<file path="config.mk">
export PLATFORM = sky130hd
export DESIGN_NAME = hid_report_usage_extractor_flat
export DESIGN_NICKNAME = d
export VERILOG_FILES = /design/src/rtl/core/hrue_pkg.sv /design/src/rtl/core/hrue_in_if.sv /design/src/rtl/core/hrue_out_if.sv /design/src/rtl/core/hid_report_usage_extractor.sv /design/src/rtl/core/hrue_parser.sv /design/src/flat_wrapper.sv
export SDC_FILE = /design/constraint.sdc
export NUM_CORES = 1
export LEC_CHECK = 0
export BUFFER_PORTS_ARGS = -buffer_cell sky130_fd_sc_hd__buf_4
export CORE_AREA = 3 3 138 87
export DETAILED_ROUTE_END_ITERATION = 12
export DIE_AREA = 0 0 141 90
export GPL_TIMING_DRIVEN = 0
export PLACE_DENSITY = 0.7
export REMOVE_ABC_BUFFERS = 1
export SYNTH_ARGS = -nofsm -noshare
export SYNTH_HDL_FRONTEND = slang
export SYNTH_SLANG_ARGS = --single-unit
export TNS_END_PERCENT = 1
</file>
<file path="constraint.sdc">
create_clock -name clk -period 6.2 [get_ports clk]
set_clock_uncertainty 0.15 [all_clocks]
set_input_delay 1.55 -clock clk [delete_from_list [all_inputs] [get_ports clk]]
set_output_delay 1.55 -clock clk [all_outputs]
set_load 0.05 [all_outputs]
</file>
<file path="src/rtl/core/hrue_pkg.sv">
`timescale 1ns / 1ps

package hrue_pkg;

	// Parse phase of the short-item walker. Code 3 is never entered.
	typedef enum logic [1:0] {
		PH_TAG  = 2'd0,
		PH_DATA = 2'd1,
		PH_DONE = 2'd2
	} phase_t;

	localparam logic [7:0] SIZE_MASK      = 8'h03;
	localparam logic [1:0] SIZE_CODE_FOUR = 2'd3;
	localparam logic [7:0] TAG_PAGE_8     = 8'h05;
	localparam logic [7:0] TAG_PAGE_16    = 8'h06;
	localparam logic [7:0] TAG_USAGE_8    = 8'h09;
	localparam logic [7:0] TAG_USAGE_16   = 8'h0A;

	typedef struct packed {
		logic [15:0] page_id;
		logic [15:0] usage;
		logic        usage_found;
	} result_t;

endpackage

</file>
<file path="src/rtl/core/hrue_in_if.sv">
`timescale 1ns / 1ps

interface hrue_in_if;
	logic       valid;
	logic       ready;
	logic [7:0] data_byte;
	logic       end_of_descriptor;

	modport source (output valid, output data_byte, output end_of_descriptor, input ready);
	modport sink (input valid, input data_byte, input end_of_descriptor, output ready);
endinterface

</file>
<file path="src/rtl/core/hrue_out_if.sv">
`timescale 1ns / 1ps

interface hrue_out_if;
	logic        valid;
	logic        ready;
	logic [15:0] page_id;
	logic [15:0] usage;
	logic        usage_found;

	modport source (output valid, output page_id, output usage, output usage_found,
		input ready);
	modport sink (input valid, input page_id, input usage, input usage_found,
		output ready);
endinterface

</file>
<file path="src/rtl/core/hid_report_usage_extractor.sv">
`timescale 1ns / 1ps

// Channel  Dir  Beat payload                              Beats
// desc     in   data_byte[7:0], end_of_descriptor          one per descriptor byte
// res      out  page_id[15:0], usage[15:0], usage_found    one per descriptor
//
// One byte enters per cycle unless a stalled final byte holds the input register.
// A byte sits in the input register, where the walker updates its state;
// a final byte loads the result register at the edge that moves it on, so the
// result is valid once the final byte has left the input register.
// Reset clears both valid flags and the parse state; nothing else needs it.
// A stalled result holds back a final byte waiting behind it, and the input
// with it; other bytes keep flowing into the walker.
module hid_report_usage_extractor (
	input  logic       clk,
	input  logic       arst_n,
	hrue_in_if.sink    desc,
	hrue_out_if.source res
);
	import hrue_pkg::*;

	// Input register
	logic       valid_s1;
	logic [7:0] data_s1;
	logic       last_s1;

	// Result register
	logic    out_valid_q;
	result_t out_q;
	result_t parse_result;

	logic advance;

	// A byte in the input register moves on unless it is a final byte and
	// the result register is still occupied by an untaken result.
	assign advance    = valid_s1 && (!last_s1 || !out_valid_q || res.ready);
	assign desc.ready = !valid_s1 || advance;

	always_ff @(posedge clk or negedge arst_n) begin
		if (!arst_n) begin
			valid_s1 <= 1'b0;
		end else if (desc.ready) begin
			valid_s1 <= desc.valid;
		end
	end

	always_ff @(posedge clk) begin
		if (desc.ready && desc.valid) begin
			data_s1 <= desc.data_byte;
			last_s1 <= desc.end_of_descriptor;
		end
	end

	hrue_parser u_parser (
		.clk       (clk),
		.arst_n    (arst_n),
		.step      (advance),
		.data_byte (data_s1),
		.last      (last_s1),
		.result    (parse_result)
	);

	always_ff @(posedge clk or negedge arst_n) begin
		if (!arst_n) begin
			out_valid_q <= 1'b0;
		end else if (advance && last_s1) begin
			out_valid_q <= 1'b1;
		end else if (res.ready) begin
			out_valid_q <= 1'b0;
		end
	end

	always_ff @(posedge clk) begin
		if (advance && last_s1) begin
			out_q <= parse_result;
		end
	end

	assign res.valid       = out_valid_q;
	assign res.page_id     = out_q.page_id;
	assign res.usage       = out_q.usage;
	assign res.usage_found = out_q.usage_found;

`ifndef SYNTHESIS
	// A final byte that was let through must show up as a result next cycle.
	a_last_loads: assert property (@(posedge clk) disable iff (!arst_n)
		(advance && last_s1) |=> out_valid_q)
		else $error("final beat did not load the result register");

	// A final byte never overwrites a result that is still waiting.
	a_no_overwrite: assert property (@(posedge clk) disable iff (!arst_n)
		(valid_s1 && last_s1 && out_valid_q && !res.ready) |-> !advance)
		else $error("result overwritten while stalled");

	// No usage value without the found flag.
	a_usage_zero: assert property (@(posedge clk) disable iff (!arst_n)
		(out_valid_q && !out_q.usage_found) |-> (out_q.usage == 16'h0000))
		else $error("usage nonzero without usage_found");
`endif

endmodule

</file>
<file path="src/rtl/core/hrue_parser.sv">
`timescale 1ns / 1ps

// Short-item walker. Holds the parse state, advances it by one byte when
// step is high, or clears it on a final byte, and shows the result after that byte.
module hrue_parser (
	input  logic              clk,
	input  logic              arst_n,
	input  logic              step,
	input  logic [7:0]        data_byte,
	input  logic              last,
	output hrue_pkg::result_t result
);
	import hrue_pkg::*;

	phase_t      phase_q, phase_d;
	logic [7:0]  tag_q, tag_d;
	logic [2:0]  left_q, left_d;
	logic [2:0]  pos_q, pos_d;
	logic [7:0]  low_q, low_d;
	logic [7:0]  high_q, high_d;
	logic [15:0] page_q, page_d;
	logic [15:0] usage_q, usage_d;
	logic        finish;

	// Next state
	always_comb begin
		phase_d = phase_q;
		tag_d   = tag_q;
		left_d  = left_q;
		pos_d   = pos_q;
		low_d   = low_q;
		high_d  = high_q;
		page_d  = page_q;
		usage_d = usage_q;
		finish  = 1'b0;
		unique case (phase_q)
			PH_TAG: begin
				tag_d  = data_byte;
				low_d  = 8'h00;
				high_d = 8'h00;
				pos_d  = 3'd0;
				if ((data_byte[1:0]) == SIZE_CODE_FOUR) begin
					left_d = 3'd4;
				end else begin
					left_d = {1'b0, data_byte[1:0]};
				end
				if ((data_byte & SIZE_MASK) == 8'h00) begin
					finish = 1'b1;
				end else begin
					phase_d = PH_DATA;
				end
			end
			PH_DATA: begin
				if (pos_q == 3'd0) begin
					low_d = data_byte;
				end else if (pos_q == 3'd1) begin
					high_d = data_byte;
				end
				pos_d = pos_q + 3'd1;
				if (left_q != 3'd0) begin
					left_d = left_q - 3'd1;
				end
				finish = (left_d == 3'd0);
			end
			default: begin
			end
		endcase
		if (finish) begin
			phase_d = PH_TAG;
			unique case (tag_d)
				TAG_PAGE_8: begin
					page_d = {8'h00, low_d};
				end
				TAG_PAGE_16: begin
					page_d = {high_d, low_d};
				end
				TAG_USAGE_8: begin
					usage_d = {8'h00, low_d};
					phase_d = PH_DONE;
				end
				TAG_USAGE_16: begin
					usage_d = {high_d, low_d};
					phase_d = PH_DONE;
				end
				default: begin
				end
			endcase
		end
	end

	// Result as it stands after this byte
	always_comb begin
		result.page_id     = page_d;
		result.usage_found = (phase_d == PH_DONE);
		result.usage       = (phase_d == PH_DONE) ? usage_d : 16'h0000;
	end

	always_ff @(posedge clk or negedge arst_n) begin
		if (!arst_n) begin
			phase_q <= PH_TAG;
			tag_q   <= 8'h00;
			left_q  <= 3'd0;
			pos_q   <= 3'd0;
			low_q   <= 8'h00;
			high_q  <= 8'h00;
			page_q  <= 16'h0000;
			usage_q <= 16'h0000;
		end else if (step) begin
			if (last) begin
				phase_q <= PH_TAG;
				tag_q   <= 8'h00;
				left_q  <= 3'd0;
				pos_q   <= 3'd0;
				low_q   <= 8'h00;
				high_q  <= 8'h00;
				page_q  <= 16'h0000;
				usage_q <= 16'h0000;
			end else begin
				phase_q <= phase_d;
				tag_q   <= tag_d;
				left_q  <= left_d;
				pos_q   <= pos_d;
				low_q   <= low_d;
				high_q  <= high_d;
				page_q  <= page_d;
				usage_q <= usage_d;
			end
		end
	end

endmodule
</file>
<file path="src/flat_wrapper.sv">
// flat-port wrapper written by rule: the top's interface ports become plain ports
module hid_report_usage_extractor_flat import hrue_pkg::*;
  (clk, arst_n, desc_valid, desc_data_byte, desc_end_of_descriptor, desc_ready, res_valid, res_page_id, res_usage, res_usage_found, res_ready);
  hrue_in_if desc_i ();
  hrue_out_if res_i ();
  input  logic clk;
  input  logic arst_n;
  input wire logic [$bits(desc_i.valid)-1:0] desc_valid;
  input wire logic [$bits(desc_i.data_byte)-1:0] desc_data_byte;
  input wire logic [$bits(desc_i.end_of_descriptor)-1:0] desc_end_of_descriptor;
  output wire logic [$bits(desc_i.ready)-1:0] desc_ready;
  output wire logic [$bits(res_i.valid)-1:0] res_valid;
  output wire logic [$bits(res_i.page_id)-1:0] res_page_id;
  output wire logic [$bits(res_i.usage)-1:0] res_usage;
  output wire logic [$bits(res_i.usage_found)-1:0] res_usage_found;
  input wire logic [$bits(res_i.ready)-1:0] res_ready;
  assign desc_i.valid = desc_valid;
  assign desc_i.data_byte = desc_data_byte;
  assign desc_i.end_of_descriptor = desc_end_of_descriptor;
  assign desc_ready = desc_i.ready;
  assign res_valid = res_i.valid;
  assign res_page_id = res_i.page_id;
  assign res_usage = res_i.usage;
  assign res_usage_found = res_i.usage_found;
  assign res_i.ready = res_ready;
  hid_report_usage_extractor u_core (.clk(clk), .arst_n(arst_n), .desc(desc_i), .res(res_i));
endmodule
</file>
==> impl_metrics.ini <==
[run_status]
status = completed

[worst_setup_path]
arrival_ns = 2.17
critPathLaunchType = input pin
timing.rr.start = u_core.u_parser.phase_q[1]
crit_start = res_ready
end_kind = output pin
r2r_end = u_core.u_parser.usage_q[1]
worstPathRequired_ns = 4.50
r2r_cells = 5
ff2ff_setup_slack_ns = 2.86
worstPathMaxFanout = 3
path_class = input pin to output pin

[floorplan]
die_w_um = 141
die_h_um = 90
initial_utilization_pct = 45.2
core_area_um2 = 10600
die-area_um2 = 12700
row_count = 29
io_pins = 48

[detailed_routing]
via_per_inst = 5.86
routed_wl_um = 11400
firstDrtPassIters = 5
post_drt_wl_per_cell_um = 19.6
postRouteAntennaNets = 0
vias = 3403
drt_iter0_drc = 222
drc = 0

[synthesis]
synth-compound-area-share_pct = 21.3
ys_ff_latch = 108
synthArstFlopShare_pct = 61.1
syn_inst = 395
ys_seq_area_share_pct = 60.6
synth_top_family_by_area = compound AO/OA/AOI/OAI gates
synth_edf_count = 42
netlist_area_um2 = 4800
synth.distinct_cells = 55
yosys.area_share.xor_xnor_pct = 0.365
synthFlopType = dfrtp_1
synth_mux_area_share_pct = 2.40
yosys.area_share.simple_pct = 11.3
synthAdderAreaFrac_pct = 1.56
synth_warnings = 0
synthTopCellsByArea = dfrtp_1 (34%), edfxtp_1 (26%), o2bb2ai_1 (5.5%)
synth_area_leader_cell = dfrtp_1
synth_top_area_share_pct = 34.4
syn_avg_cell_area_um2 = 12.2

[cts]
worstSkewPairLatency_ns = 0.35
post_cts_buffers = 0
cts-hold-fix-buffers = 0
cts_buffers = 9
cts_resized = 0
clk_path_buf_depth = 2
htreeDepth = 3
cts_tree = done
clkSlewWorstSetupHoldPaths_ns = 0.07
clock-sinks = 108
root_buffer = clkbuf_16

[power]
intPower_w = 0.00120
max-vdd-ir-drop_mv = 0.161
pwr-share-seq_pct = 49.1
p_sw_w = 0.000448
sw_frac_of_total_pct = 27.2
p_comb_share_pct = 13.9
power_leakage_nw = 2.32
power-per-cell-area_nw_per_um2 = 296
power.clock.fraction_pct = 37.0

[layout]
drive_gt1_share_pct = 18.8
fin_nets = 456
areaGrowthSynthToFinish_pct = 16.0
n_antenna_cell = 0

[sta]
slew_headroom_pct = 31.3
period_share_pct = 62.4
setup_tns_ns = 0
setup_viol = 0
min_period_ns = 3.87
max_freq_ghz = 0.258
worst_slack_ns = 2.33
hold_viol = 0
rsz0062_at_grt = false
drv_slew = 0
tightest_slew_ns = 1.03

[place]
dp_slack_ns = 2.27
dpl.hpwl_um = 7470
portBuffers = 47
globalplace.congestion = 0.840

[grt]
grt_max_degree = 67
grt_pass1_wl_um = 18700
overflow = 0
grt_pass1_vias = 3439
antenna_found_initial = 0
gr-usage-all-layers_pct = 18.7

[flow_run]
max-cap-violations = 0

[min_path]
hold_path.class = flip-flop to flip-flop
holdPathStages = 2
min_from = u_core.u_parser.high_q[6]
min_to = u_core.u_parser.high_q[6]
-- layer usage --
layer	track usage [%]	vias up	part of all wire [%]
li1	-	1565	-
met1	27.4	1714	48
met2	28.1	110	45
met3	4.45	14	5.4
met4	4.52	0	1.1
met5	0	-	0
-- power by group through the flow --
| stage | clock network [W] | registers [W] | logic (W) |
|---|---|---|---|
| 2_1_floorplan | 0 | 0.000846 | 0.000126 |
| 3_3_place_gp | 0 | 0.000822 | 0.000220 |
| 3_5_place_dp | 0 | 0.000822 | 0.000228 |
| 4_1_cts | 0.000623 | 0.000808 | 0.000229 |
| 5_1_grt | 0.000650 | 0.000813 | 0.000250 |
| 6_report | 0.000611 | 0.000809 | 0.000229 |
-- placed cells by master (no fill, tap or decap), types with 3 or more instances in the layout --
cell       instances
nand3_1            4
buf_4             47
a22o_1            24
nand2_1           67
o21ai_1            4
nor3b_1            4
clkinv_1           4
o2bb2ai_1         30
a22oi_1           24
a21oi_1            3
dfrtp_1           66
edfxtp_1          42
nor2_1            22
nand3b_1           3
o21ai_0           14
nand2b_1           4
o31ai_1            3
ha_1               6
mux2_2             9
clkbuf_16          9
inv_1              9
-- cell type report --
class                           instances  area (µm²)
Fill cell                             917        5060
Sequential cell                       108        2910
Multi-Input combinational cell        261        1780
Timing Repair Buffer                   47         353
Clock buffer                            9         225
Tap cell                              139         174
Clock inverter                          7        88.8
Inverter                               10        37.5
-- how the worst max path moves through the flow --
stage                                  endpoint  slack, ns  cells after the start
after floorplan           u_core.res.page_id[0]       2.07                      3
after global routing                 desc_ready       2.29                      3
after CTS                            desc_ready       2.34                      3
final                                desc_ready       2.33                      3
after global placement    u_core.res.page_id[9]       1.08                      4
after detailed placement  u_core.res.page_id[9]       2.27                      4
-- registers in the layout (all words and copies together), names as in the netlist --
register and cells:
u_core.res.page_id 16, u_core.res.usage 16, u_core.u_parser.page_q 16, u_core.u_parser.usage_q 16, u_core.data_s1 8, u_core.u_parser.high_q 8
u_core.u_parser.low_q 8, u_core.u_parser.tag_q 8, u_core.u_parser.left_q 3, u_core.u_parser.pos_q 3, u_core.u_parser.phase_q 2, u_core.last_s1 1
u_core.res.usage_found 1, u_core.res.valid 1, u_core.valid_s1 1
-- synthesized netlist by cell type, drive strengths merged, types with 3 or more instances --
master	count
nand2	67
dfrtp	66
edfxtp	42
o2bb2ai	30
a22o	24
a22oi	24
nor2	23
o21ai	19
clkbuf	9
inv	9
mux2	9
buf	7
ha	6
nand2b	4
nand3	4
nor3b	4
a211oi	3
a21o	3
a21oi	3
nand3b	3
o211ai	3
o31ai	3
-- cells by family (layout without fill, tap and decap cells) --
family / Yosys count / after routing
xor gates and xnor gates: 2 / 2
muxes: 10 / 10
adders and majority gates: 6 / 6
and+or+nand+nor: 121 / 121
AOI/OAI and AO/OA: 122 / 122
buffers and inverters: 26 / 73
DFF: 108 / 108
-- per-stage QoR --
step           total power [W]  hold slack [ns]  instance area, µm²  cells  utilization (%)
2_1_floorplan         0.000972            0.297                4720    379                -
3_3_place_gp           0.00104            0.308                5250    565             49.4
3_5_place_dp           0.00105            0.314                5260    565             49.5
4_1_cts                0.00166            0.335                5570    581             52.4
5_1_grt                0.00171            0.353                5570    581             52.4
6_report               0.00165            0.334                5570    581             52.4
-- critical path, stage by stage --
cell	delay, ns
buf_4	0.12
nand4b_1	0.24
buf_4	0.26
Power figures use the tool's default switching activity.
